===== config.mk =====
export PLATFORM = sky130hd
export DESIGN_NAME = sorted_insert_priority_queue_unit
export DESIGN_NICKNAME = d
export VERILOG_FILES = /design/src/rtl/core/sipq_pkg.sv /design/src/rtl/core/sipq_datapath.sv /design/src/rtl/core/sipq_ctrl.sv /design/src/rtl/core/sorted_insert_priority_queue_unit.sv
export SDC_FILE = /design/constraint.sdc
export NUM_CORES = 2
export LEC_CHECK = 0
export ABC_CLOCK_PERIOD_IN_PS = 7400
export BUFFER_PORTS_ARGS = -buffer_cell sky130_fd_sc_hd__buf_2
export CORE_MARGIN = 1.5
export CORE_UTILIZATION = 66
export CTS_BUF_LIST = sky130_fd_sc_hd__clkbuf_4
export DETAILED_ROUTE_END_ITERATION = 16
export PLACE_DENSITY = 0.83
export SETUP_SLACK_MARGIN = 0.5
export SYNTH_ARGS = -nofsm -noshare
export SYNTH_HDL_FRONTEND = slang
export SYNTH_HIERARCHICAL = 1
export SYNTH_SLANG_ARGS = --single-unit

===== constraint.sdc =====
create_clock -name i_clk -period 7.4 [get_ports i_clk]
set_input_delay 0 -clock i_clk [delete_from_list [all_inputs] [get_ports i_clk]]
set_output_delay 0 -clock i_clk [all_outputs]
set_load 0.03 [all_outputs]

===== src/rtl/core/sipq_pkg.sv =====
// ============================================================================
// sipq_pkg
// Shared types and constants for the sorted-insert priority queue.
// ============================================================================
`default_nettype none

package sipq_pkg;

    // Queue geometry
    localparam int DEPTH      = 16;
    localparam int KEY_BITS   = 40;
    localparam int TAG_BITS   = 16;
    localparam int CNT_BITS   = $clog2(DEPTH + 1);
    localparam int OP_BITS    = 2;
    localparam int ST_BITS    = 2;
    localparam int OCC_BITS   = 5;

    // Beat layouts, padded to whole bytes
    localparam int IN_RAW_BITS  = OP_BITS + KEY_BITS + TAG_BITS;
    localparam int IN_BITS      = ((IN_RAW_BITS + 7) / 8) * 8;
    localparam int OUT_RAW_BITS = ST_BITS + KEY_BITS + TAG_BITS + OCC_BITS;
    localparam int OUT_BITS     = ((OUT_RAW_BITS + 7) / 8) * 8;

    // Operation codes
    localparam logic [OP_BITS-1:0] OP_INSERT = 2'd0;
    localparam logic [OP_BITS-1:0] OP_REMOVE = 2'd1;
    localparam logic [OP_BITS-1:0] OP_CLEAR  = 2'd2;

    // Status codes
    localparam logic [ST_BITS-1:0] ST_OK    = 2'd0;
    localparam logic [ST_BITS-1:0] ST_EMPTY = 2'd1;
    localparam logic [ST_BITS-1:0] ST_FULL  = 2'd2;

    // Controller states
    typedef enum logic {
        S_IDLE,
        S_EXEC
    } t_state;

    // Controller to datapath commands
    typedef struct packed {
        logic load;    // capture the input beat
        logic commit;  // update the cells and load the result register
    } t_dp_cmd;

endpackage

`default_nettype wire


===== src/rtl/core/sipq_datapath.sv =====
// ============================================================================
// sipq_datapath
// Sorted cell array with per-cell compare, shift logic and result register.
// ============================================================================
`default_nettype none

module sipq_datapath
    import sipq_pkg::*;
(
    input  wire logic                i_clk,
    input  wire logic                i_rst_n,
    input  wire t_dp_cmd             i_cmd,
    input  wire logic [OP_BITS-1:0]  i_opcode,
    input  wire logic [KEY_BITS-1:0] i_key,
    input  wire logic [TAG_BITS-1:0] i_tag,
    output logic [ST_BITS-1:0]       o_status,
    output logic [KEY_BITS-1:0]      o_popped_key,
    output logic [TAG_BITS-1:0]      o_popped_tag,
    output logic [OCC_BITS-1:0]      o_occupancy
);

    // Captured request
    logic [OP_BITS-1:0]  r_op;
    logic [KEY_BITS-1:0] r_key;
    logic [TAG_BITS-1:0] r_tag;

    // Cells, head at index 0
    logic [KEY_BITS-1:0] r_cell_key [DEPTH];
    logic [TAG_BITS-1:0] r_cell_tag [DEPTH];
    logic [KEY_BITS-1:0] n_cell_key [DEPTH];
    logic [TAG_BITS-1:0] n_cell_tag [DEPTH];
    logic [CNT_BITS-1:0] r_count;
    logic [CNT_BITS-1:0] n_count;

    // Result register
    logic [ST_BITS-1:0]  r_status;
    logic [KEY_BITS-1:0] r_pkey;
    logic [TAG_BITS-1:0] r_ptag;
    logic [OCC_BITS-1:0] r_occ;
    logic [ST_BITS-1:0]  n_status;
    logic [KEY_BITS-1:0] n_pkey;
    logic [TAG_BITS-1:0] n_ptag;

    logic [DEPTH-1:0] move;
    logic             empty;
    logic             full;
    logic             below_head;

    // Capture the request beat
    always_ff @(posedge i_clk) begin
        if (i_cmd.load) begin
            r_op  <= i_opcode;
            r_key <= i_key;
            r_tag <= i_tag;
        end
    end

    assign empty      = (r_count == '0);
    assign full       = (r_count == CNT_BITS'(DEPTH));
    assign below_head = (r_key < r_cell_key[0]);

    // Mark cells at or past the insert point; the list is nondecreasing, so the mark
    // is a run from the insert point up to the last cell
    always_comb begin
        move[0] = empty || below_head;
        for (int i = 1; i < DEPTH; i++) begin
            move[i] = below_head || (CNT_BITS'(i) >= r_count) || (r_cell_key[i] >= r_key);
        end
    end

    // Next cell contents per operation
    always_comb begin
        n_count  = r_count;
        n_status = ST_OK;
        n_pkey   = '0;
        n_ptag   = '0;
        for (int i = 0; i < DEPTH; i++) begin
            n_cell_key[i] = r_cell_key[i];
            n_cell_tag[i] = r_cell_tag[i];
        end
        case (r_op)
            OP_INSERT: begin
                if (full) begin
                    n_status = ST_FULL;
                end else begin
                    n_count = r_count + 1'b1;
                    // Head cell takes the new entry or holds
                    if (move[0]) begin
                        n_cell_key[0] = r_key;
                        n_cell_tag[0] = r_tag;
                    end
                    // Other cells: new entry at the edge, shift up past it
                    for (int i = 1; i < DEPTH; i++) begin
                        if (move[i] && !move[i-1]) begin
                            n_cell_key[i] = r_key;
                            n_cell_tag[i] = r_tag;
                        end else if (move[i]) begin
                            n_cell_key[i] = r_cell_key[i-1];
                            n_cell_tag[i] = r_cell_tag[i-1];
                        end
                    end
                end
            end
            OP_REMOVE: begin
                if (empty) begin
                    n_status = ST_EMPTY;
                end else begin
                    n_count = r_count - 1'b1;
                    n_pkey  = r_cell_key[0];
                    n_ptag  = r_cell_tag[0];
                    // Advance each cell but the last toward the head
                    for (int i = 0; i < DEPTH - 1; i++) begin
                        n_cell_key[i] = r_cell_key[i+1];
                        n_cell_tag[i] = r_cell_tag[i+1];
                    end
                end
            end
            OP_CLEAR: begin
                n_count = '0;
            end
            default: begin
            end
        endcase
    end

    // Commit cells and result
    always_ff @(posedge i_clk) begin
        if (i_cmd.commit) begin
            for (int i = 0; i < DEPTH; i++) begin
                r_cell_key[i] <= n_cell_key[i];
                r_cell_tag[i] <= n_cell_tag[i];
            end
            r_status <= n_status;
            r_pkey   <= n_pkey;
            r_ptag   <= n_ptag;
            r_occ    <= OCC_BITS'(n_count);
        end
    end

    // Entry count
    always_ff @(posedge i_clk) begin
        if (!i_rst_n) begin
            r_count <= '0;
        end else if (i_cmd.commit) begin
            r_count <= n_count;
        end
    end

    assign o_status     = r_status;
    assign o_popped_key = r_pkey;
    assign o_popped_tag = r_ptag;
    assign o_occupancy  = r_occ;

endmodule

`default_nettype wire


===== src/rtl/core/sipq_ctrl.sv =====
// ============================================================================
// sipq_ctrl
// Request sequencer and result-valid tracking for the priority queue.
// ============================================================================
`default_nettype none

module sipq_ctrl
    import sipq_pkg::*;
(
    input  wire logic i_clk,
    input  wire logic i_rst_n,
    input  wire logic i_in_valid,
    output logic      o_in_ready,
    output logic      o_out_valid,
    input  wire logic i_out_ready,
    output t_dp_cmd   o_cmd
);

    t_state r_state;
    t_state n_state;
    logic   r_out_valid;
    logic   n_out_valid;

    // State and result-valid registers
    always_ff @(posedge i_clk) begin
        if (!i_rst_n) begin
            r_state     <= S_IDLE;
            r_out_valid <= 1'b0;
        end else begin
            r_state     <= n_state;
            r_out_valid <= n_out_valid;
        end
    end

    // Next state and commands
    always_comb begin
        n_state      = r_state;
        n_out_valid  = r_out_valid && !i_out_ready;
        o_in_ready   = 1'b0;
        o_cmd.load   = 1'b0;
        o_cmd.commit = 1'b0;
        case (r_state)
            S_IDLE: begin
                o_in_ready = 1'b1;
                if (i_in_valid) begin
                    o_cmd.load = 1'b1;
                    n_state    = S_EXEC;
                end
            end
            S_EXEC: begin
                // Commit once the result register is free or draining
                if (!r_out_valid || i_out_ready) begin
                    o_cmd.commit = 1'b1;
                    n_out_valid  = 1'b1;
                    n_state      = S_IDLE;
                end
            end
            default: begin
                n_state = S_IDLE;
            end
        endcase
    end

    assign o_out_valid = r_out_valid;

endmodule

`default_nettype wire


===== src/rtl/core/sorted_insert_priority_queue_unit.sv =====
// ============================================================================
// sorted_insert_priority_queue_unit
// Bounded priority queue held in ascending key order in a row of cells.
// ============================================================================
// Each request beat (insert, remove head, clear) returns one result beat with
// a status, the popped entry on a successful remove, and the occupancy after
// the operation. The unit captures the beat in its idle state, then in its
// execute state all cells compare against the key in parallel and shift in place;
// the next request is taken in the cycle after that, so a request is not accepted
// while the previous one executes. The result sits in an output register, so a new
// request is accepted while a result waits; a result still unclaimed when the
// next one is ready holds the unit in its execute state until the sink takes it.
// Equal keys are placed ahead of existing equal entries, except that a key
// equal to the head goes directly after the head.
`default_nettype none

module sorted_insert_priority_queue_unit
    import sipq_pkg::*;
(
    input  wire logic                i_clk,
    input  wire logic                i_rst_n,
    input  wire logic                s_axis_tvalid,
    output logic                     s_axis_tready,
    input  wire logic [IN_BITS-1:0]  s_axis_tdata,  // opcode, key, tag, zero pad
    output logic                     m_axis_tvalid,
    input  wire logic                m_axis_tready,
    output logic [OUT_BITS-1:0]      m_axis_tdata   // status, popped_key, popped_tag,
                                                    // occupancy, zero pad
);

    t_dp_cmd             cmd;
    logic [ST_BITS-1:0]  status;
    logic [KEY_BITS-1:0] popped_key;
    logic [TAG_BITS-1:0] popped_tag;
    logic [OCC_BITS-1:0] occupancy;

    sipq_ctrl u_ctrl (
        .i_clk       (i_clk),
        .i_rst_n     (i_rst_n),
        .i_in_valid  (s_axis_tvalid),
        .o_in_ready  (s_axis_tready),
        .o_out_valid (m_axis_tvalid),
        .i_out_ready (m_axis_tready),
        .o_cmd       (cmd)
    );

    sipq_datapath u_dp (
        .i_clk        (i_clk),
        .i_rst_n      (i_rst_n),
        .i_cmd        (cmd),
        .i_opcode     (s_axis_tdata[OP_BITS-1:0]),
        .i_key        (s_axis_tdata[OP_BITS +: KEY_BITS]),
        .i_tag        (s_axis_tdata[OP_BITS+KEY_BITS +: TAG_BITS]),
        .o_status     (status),
        .o_popped_key (popped_key),
        .o_popped_tag (popped_tag),
        .o_occupancy  (occupancy)
    );

    // Pack the result beat
    assign m_axis_tdata = OUT_BITS'({occupancy, popped_tag, popped_key, status});

endmodule

`default_nettype wire


* After elaboration in Yosys (flattened, before gate mapping) *
Memories as Yosys holds them, arrays and structs flattened.
Cells that the tools add are included.

word-level totals
  word-level logic and storage cells = 205
  input bits = 68
  bits in registers = 128
  bits in writable memories = 896
  memories = 2

memory list
  memory           depth  width  rd ports  clocked after memory_dff  wr ports  line                 source
  u_dp.r_cell_key  16     40     16        0                         16        sipq_datapath.sv:28  logic [KEY_BITS-1:0] r_cell_key [DEPTH];
  u_dp.r_cell_tag  16     16     16        0                         16        sipq_datapath.sv:29  logic [TAG_BITS-1:0] r_cell_tag [DEPTH];

cells by class
  bitwise logic cells = 2
  $lt $le $gt $ge = 31
  eq/ne operators = 3
  reduce and logical (&&, ||, !) cells = 68
  add/sub/neg operators = 2
  muxes and demuxes = 87

operators by type and width
  cell                                                               count
  2-to-1 mux 40 bit                                                  32
  case mux 600 bit (2 select lines)                                  1
  2-to-1 mux 640 bit                                                 1
  greater-or-equal comparator 40 bit                                 15
  2-to-1 mux 600 bit                                                 1
  2-to-1 mux 16 bit                                                  32
  case mux 240 bit (2 select lines)                                  1
  2-to-1 mux 256 bit                                                 1
  2-to-1 mux 240 bit                                                 1
  greater-or-equal comparator 4 x 5 -> 1 bit (first input constant)  8
  less-than comparator 40 bit                                        1
  logical OR 1 bit                                                   32
  greater-or-equal comparator 3 x 5 -> 1 bit (first input constant)  4
  logical NOT 1 bit                                                  17
  logical AND 1 bit                                                  16
  case mux 5 bit (3 select lines)                                    1
  2-to-1 mux 1 bit                                                   11
  greater-or-equal comparator 2 x 5 -> 1 bit (first input constant)  2
  2-to-1 mux 5 bit                                                   2
  adder 5 x 1 -> 5 bit (second input constant)                       1
  == test 5 bit (second input constant)                              1
  greater-or-equal comparator 1 x 5 -> 1 bit (first input constant)  1
  logical NOT 5 bit                                                  1
  subtractor 5 x 1 -> 5 bit (second input constant)                  1
  8 further kinds                                                    9

* Depth between registers and ports, before layout *
An unclocked memory read counts as a cell.

  depth after elaboration = 9
  mapped depth = 15
  mapped depth without buffers = 11

* By module *
Netlist, hierarchy kept.

modules (own cells, without submodules)
  module                             seq. area each (µm²)  area an instance (µm²)  times used  cells each
  sipq_datapath                      30,639.4              63,333.2                1           5,802
  sipq_ctrl                          40.0                  102.6                   1           9
  sorted_insert_priority_queue_unit  0.0                   11.3                    1           2

* Worst setup path after synthesis *
No wires, ideal clock.

  path type = register to register
  start = reg u_ctrl.r_out_valid, in the netlist u_ctrl/o_out_valid
  end = mem u_dp.r_cell_key[0][0], enable pin
  path slack = 0.751 ns
  library setup time = 0.488 ns
  data arrival time = 6.161 ns
  stages on the path, launching flop included = 8
  period minus slack after synthesis = 6.649 ns
  path through = dfxtp_1 -> nand2b_4 -> and2_1 -> buf_1 -> or4b_2 -> clkbuf_1 -> clkbuf_1 -> a21oi_1

RTL lines
  element                 line                 source
  start, declared         sipq_ctrl.sv:21      logic r_out_valid;
  start signal, assigned  sipq_ctrl.sv:31      r_out_valid <= n_out_valid;
  end, declared           sipq_datapath.sv:28

==> impl_metrics.tcl <==
set metrics [dict create \
    status "complete, no violations" \
    ir_drop_mv 0.155 \
    slew_violations 0 \
    p_per_area_nw_per_um2 196 \
    required_ps 8250 \
    synth_flop_cell "edfxtp_1" \
    die_y_um 313 \
    max_freq_mhz 156 \
    die_w_um 313 \
    fillers 6323 \
    synthCells 5813 \
    place_area_um2 65100 \
    syn_area_um2 63400 \
    synth_top_area_share_pct 48.1 \
    final_common_cell "edfxtp_1" \
    dp_hpwl_um 121000 \
    syn_avg_cell_area_um2 10.9 \
    ys_seq_area_share_pct 48.4 \
    dieArea_um2 98000 \
    synthesis.nets 6525 \
    hold_ws_ps 56.5 \
    io_buffer_count 126 \
    wire_per_inst_um 25.6 \
    drv_cap 0 \
    clock-sinks 1024 \
    final.period_utilization_pct 86.5 \
    cts_buffers 295 \
    clock_latency_ps 1240 \
    ys.warnings.count 6 \
    cts_max_level 5 \
    drive_gt1_share_pct 12.2 \
    cp.arrival_ps 7250 \
    worst_clock_skew_ps 139 \
    start_util_pct 66.7 \
    antenna_found_initial 6 \
    wl_um 193000 \
    grt_pass1_vias 51300 \
    fin_tns_setup_ps 0 \
    synth_largest_area_cell "edfxtp_1" \
    clk_pin_slew_worst_paths_ps 60 \
    rows 113 \
    layout_common_cells "edfxtp_1 (1017), nand2_1 (859), o21ai_0 (659)" \
    cts_root_buffer "clkbuf_4" \
    synth.distinct_cells 68 \
    post_cts_buffers 0 \
    cp_max_fo 33 \
    syn_to_final_growth_pct 10.3 \
    gp_congestion 0.992 \
    grt_start_max_net_pins 223 \
    yosys-top-cells-area "edfxtp_1 (48%), ha_1 (13%), mux2i_1 (10%)" \
    post-route-min-period_ps 6400 \
    drt-pass1-iter-count 9 \
    grt_usage_pct 38.5 \
    core_area_um2 95200 \
    power_leakage_nw 29.3 \
    ys_ff_latch 1024 \
    synth-edff-count 1017 \
    hp-class "primary input to flop" \
    via_per_inst 6.98 \
    pin_count 134 \
    vias 52500 \
    grt_pass1_wl_um 293000 \
    cts.path.max_buffers 4 \
    slew_headroom_pct 5.42 \
    max_slew.worst_pin.slew_ps 1420 \
    first_iter_violations 8204 \
    end_kind "flop" \
    tritoncts "built" \
    gr-total-overflow 0 \
    start_kind "flop" \
    finalInstanceArea_um2 70000 \
    nets 6774 \
    detail-route-antenna-nets 0 \
    setup_viol 0 \
    drc 0 \
    hold_viol 0 \
    rsz0062_at_grt "false" \
    async_flop_share_pct 0 \
    crit_type "flop to flop" \
]
-- stage by stage --
stage | instances | power, W | util, % | setup slack (ps)
global placement | 6895 | 0.00831 | 68.4 | 1510
floorplan | 5813 | 0.00785 | - | 751
global route | 7514 | 0.0142 | 73.5 | 1100
detailed placement | 6895 | 0.00840 | 68.4 | 1470
finish | 7516 | 0.0137 | 73.5 | 1000
CTS | 7507 | 0.0137 | 73.5 | 1400
-- flip-flops by register name (all words and copies together), names as in the netlist --
name / flops
u_dp/r_tag: 16
u_dp/o_occupancy: 5
u_dp/o_status: 2
u_dp/r_cell_key: 640
u_dp/o_popped_key: 40
u_dp/r_cell_tag: 256
u_dp/r_key: 40
u_dp/o_popped_tag: 16
u_dp/r_op: 2
u_ctrl/r_state: 1
u_dp/r_count: 5
u_ctrl/o_out_valid: 1
-- cells by family (layout without fill, tap and decap cells) --
kind of cell	Yosys count	after routing	synth area share, %
and+or+nand+nor	1506	1506	10.8
AOI/OAI and AO/OA	1418	1418	13.4
DFF	1024	1024	48.4
muxes	711	711	11.3
adders and majority gates	644	644	12.7
buffers and inverters	508	937	3.47
other	1	10	0.00591
xor gates and xnor gates	1	1	0.0138
-- path summary, 6_finish.rpt --
path	startpoint	endpoint	slack, ps	cells past startpoint
hold / removal	s_axis_tdata[51]	u_dp/r_tag[9]	60	3
setup / recovery	u_dp/r_key[3]	u_dp/r_cell_tag[0][43]	1000	11
hold reg to reg	u_dp/r_cell_tag[1][105]	u_dp/r_cell_tag[1][121]	500	1
setup reg to reg	u_dp/r_key[3]	u_dp/r_cell_tag[0][43]	1000	11
-- timing repair --
action,in CTS,in global routing
gates resized for setup,0,0
hold buffers,135,0
hold endpoints to repair,136,0
-- critical path, stage by stage, from the launching register on --
cell	delay, ps
edfxtp_1	760
inv_1	540
ha_1	410
a2111oi_0	570
or4_1	190
o21ai_0	290
a211oi_1	1120
o21ai_0	580
nand3_4	790
buf_4	470
mux2i_1	220
o21ai_0	90
-- cell type report --
cell class                      count  area (um2)  area share, %
Tap cell                         1265        1580           2.26
Clock buffer                      419        3150           4.50
Multi-Input combinational cell   4281       30900           44.1
Timing Repair Buffer              355        2860           4.09
Sequential cell                  1024       30700           43.9
Antenna cell                        9        22.5         0.0322
Clock inverter                     58         389          0.556
Inverter                          105         394          0.563
-- metal layers --
metal,vias up,wire [um],GRT usage [%]
met5,-,11,0
met4,2,10300,21.9
met3,597,24100,9.43
met2,3874,86200,58.0
met1,25200,72000,51.0
li1,22800,-,-
-- where the power goes --
part	internal, W	switching [W]
Sequential	0.00661	0.000205
Clock	0.00279	0.00252
Combinational	0.000551	0.00105
-- synthesized netlist by cell type (3+ instances only) --
cell and n:
edfxtp_1 1017, nand2_1 861, o21ai_0 659, mux2i_1 655
ha_1 644, clkbuf_1 295, a21oi_1 203, nand3_1 165
nand4_1 157, a21o_1 151, nor2_1 133, o21ai_1 115
inv_1 105, o311ai_0 82, a32oi_1 56, mux2_2 56
nand3b_1 55, buf_4 48, buf_2 30, nor2b_1 24
nor3_1 24, a221oi_1 21, and3_1 21, a211oi_1 20
buf_1 20, a22o_1 16, o22ai_1 16, nor4_1 15
o211ai_1 15, a2111oi_0 14, and4_1 14, nand2b_1 12
buf_6 10, dfxtp_1 7, o21a_1 7, a31oi_1 6
o2111ai_1 6, or3_1 6, or2_2 4, a211o_1 3
a21boi_0 3, o211a_1 3, o22a_1 3, or4_1 3
Note: power is estimated with default switching activity, not from simulation.
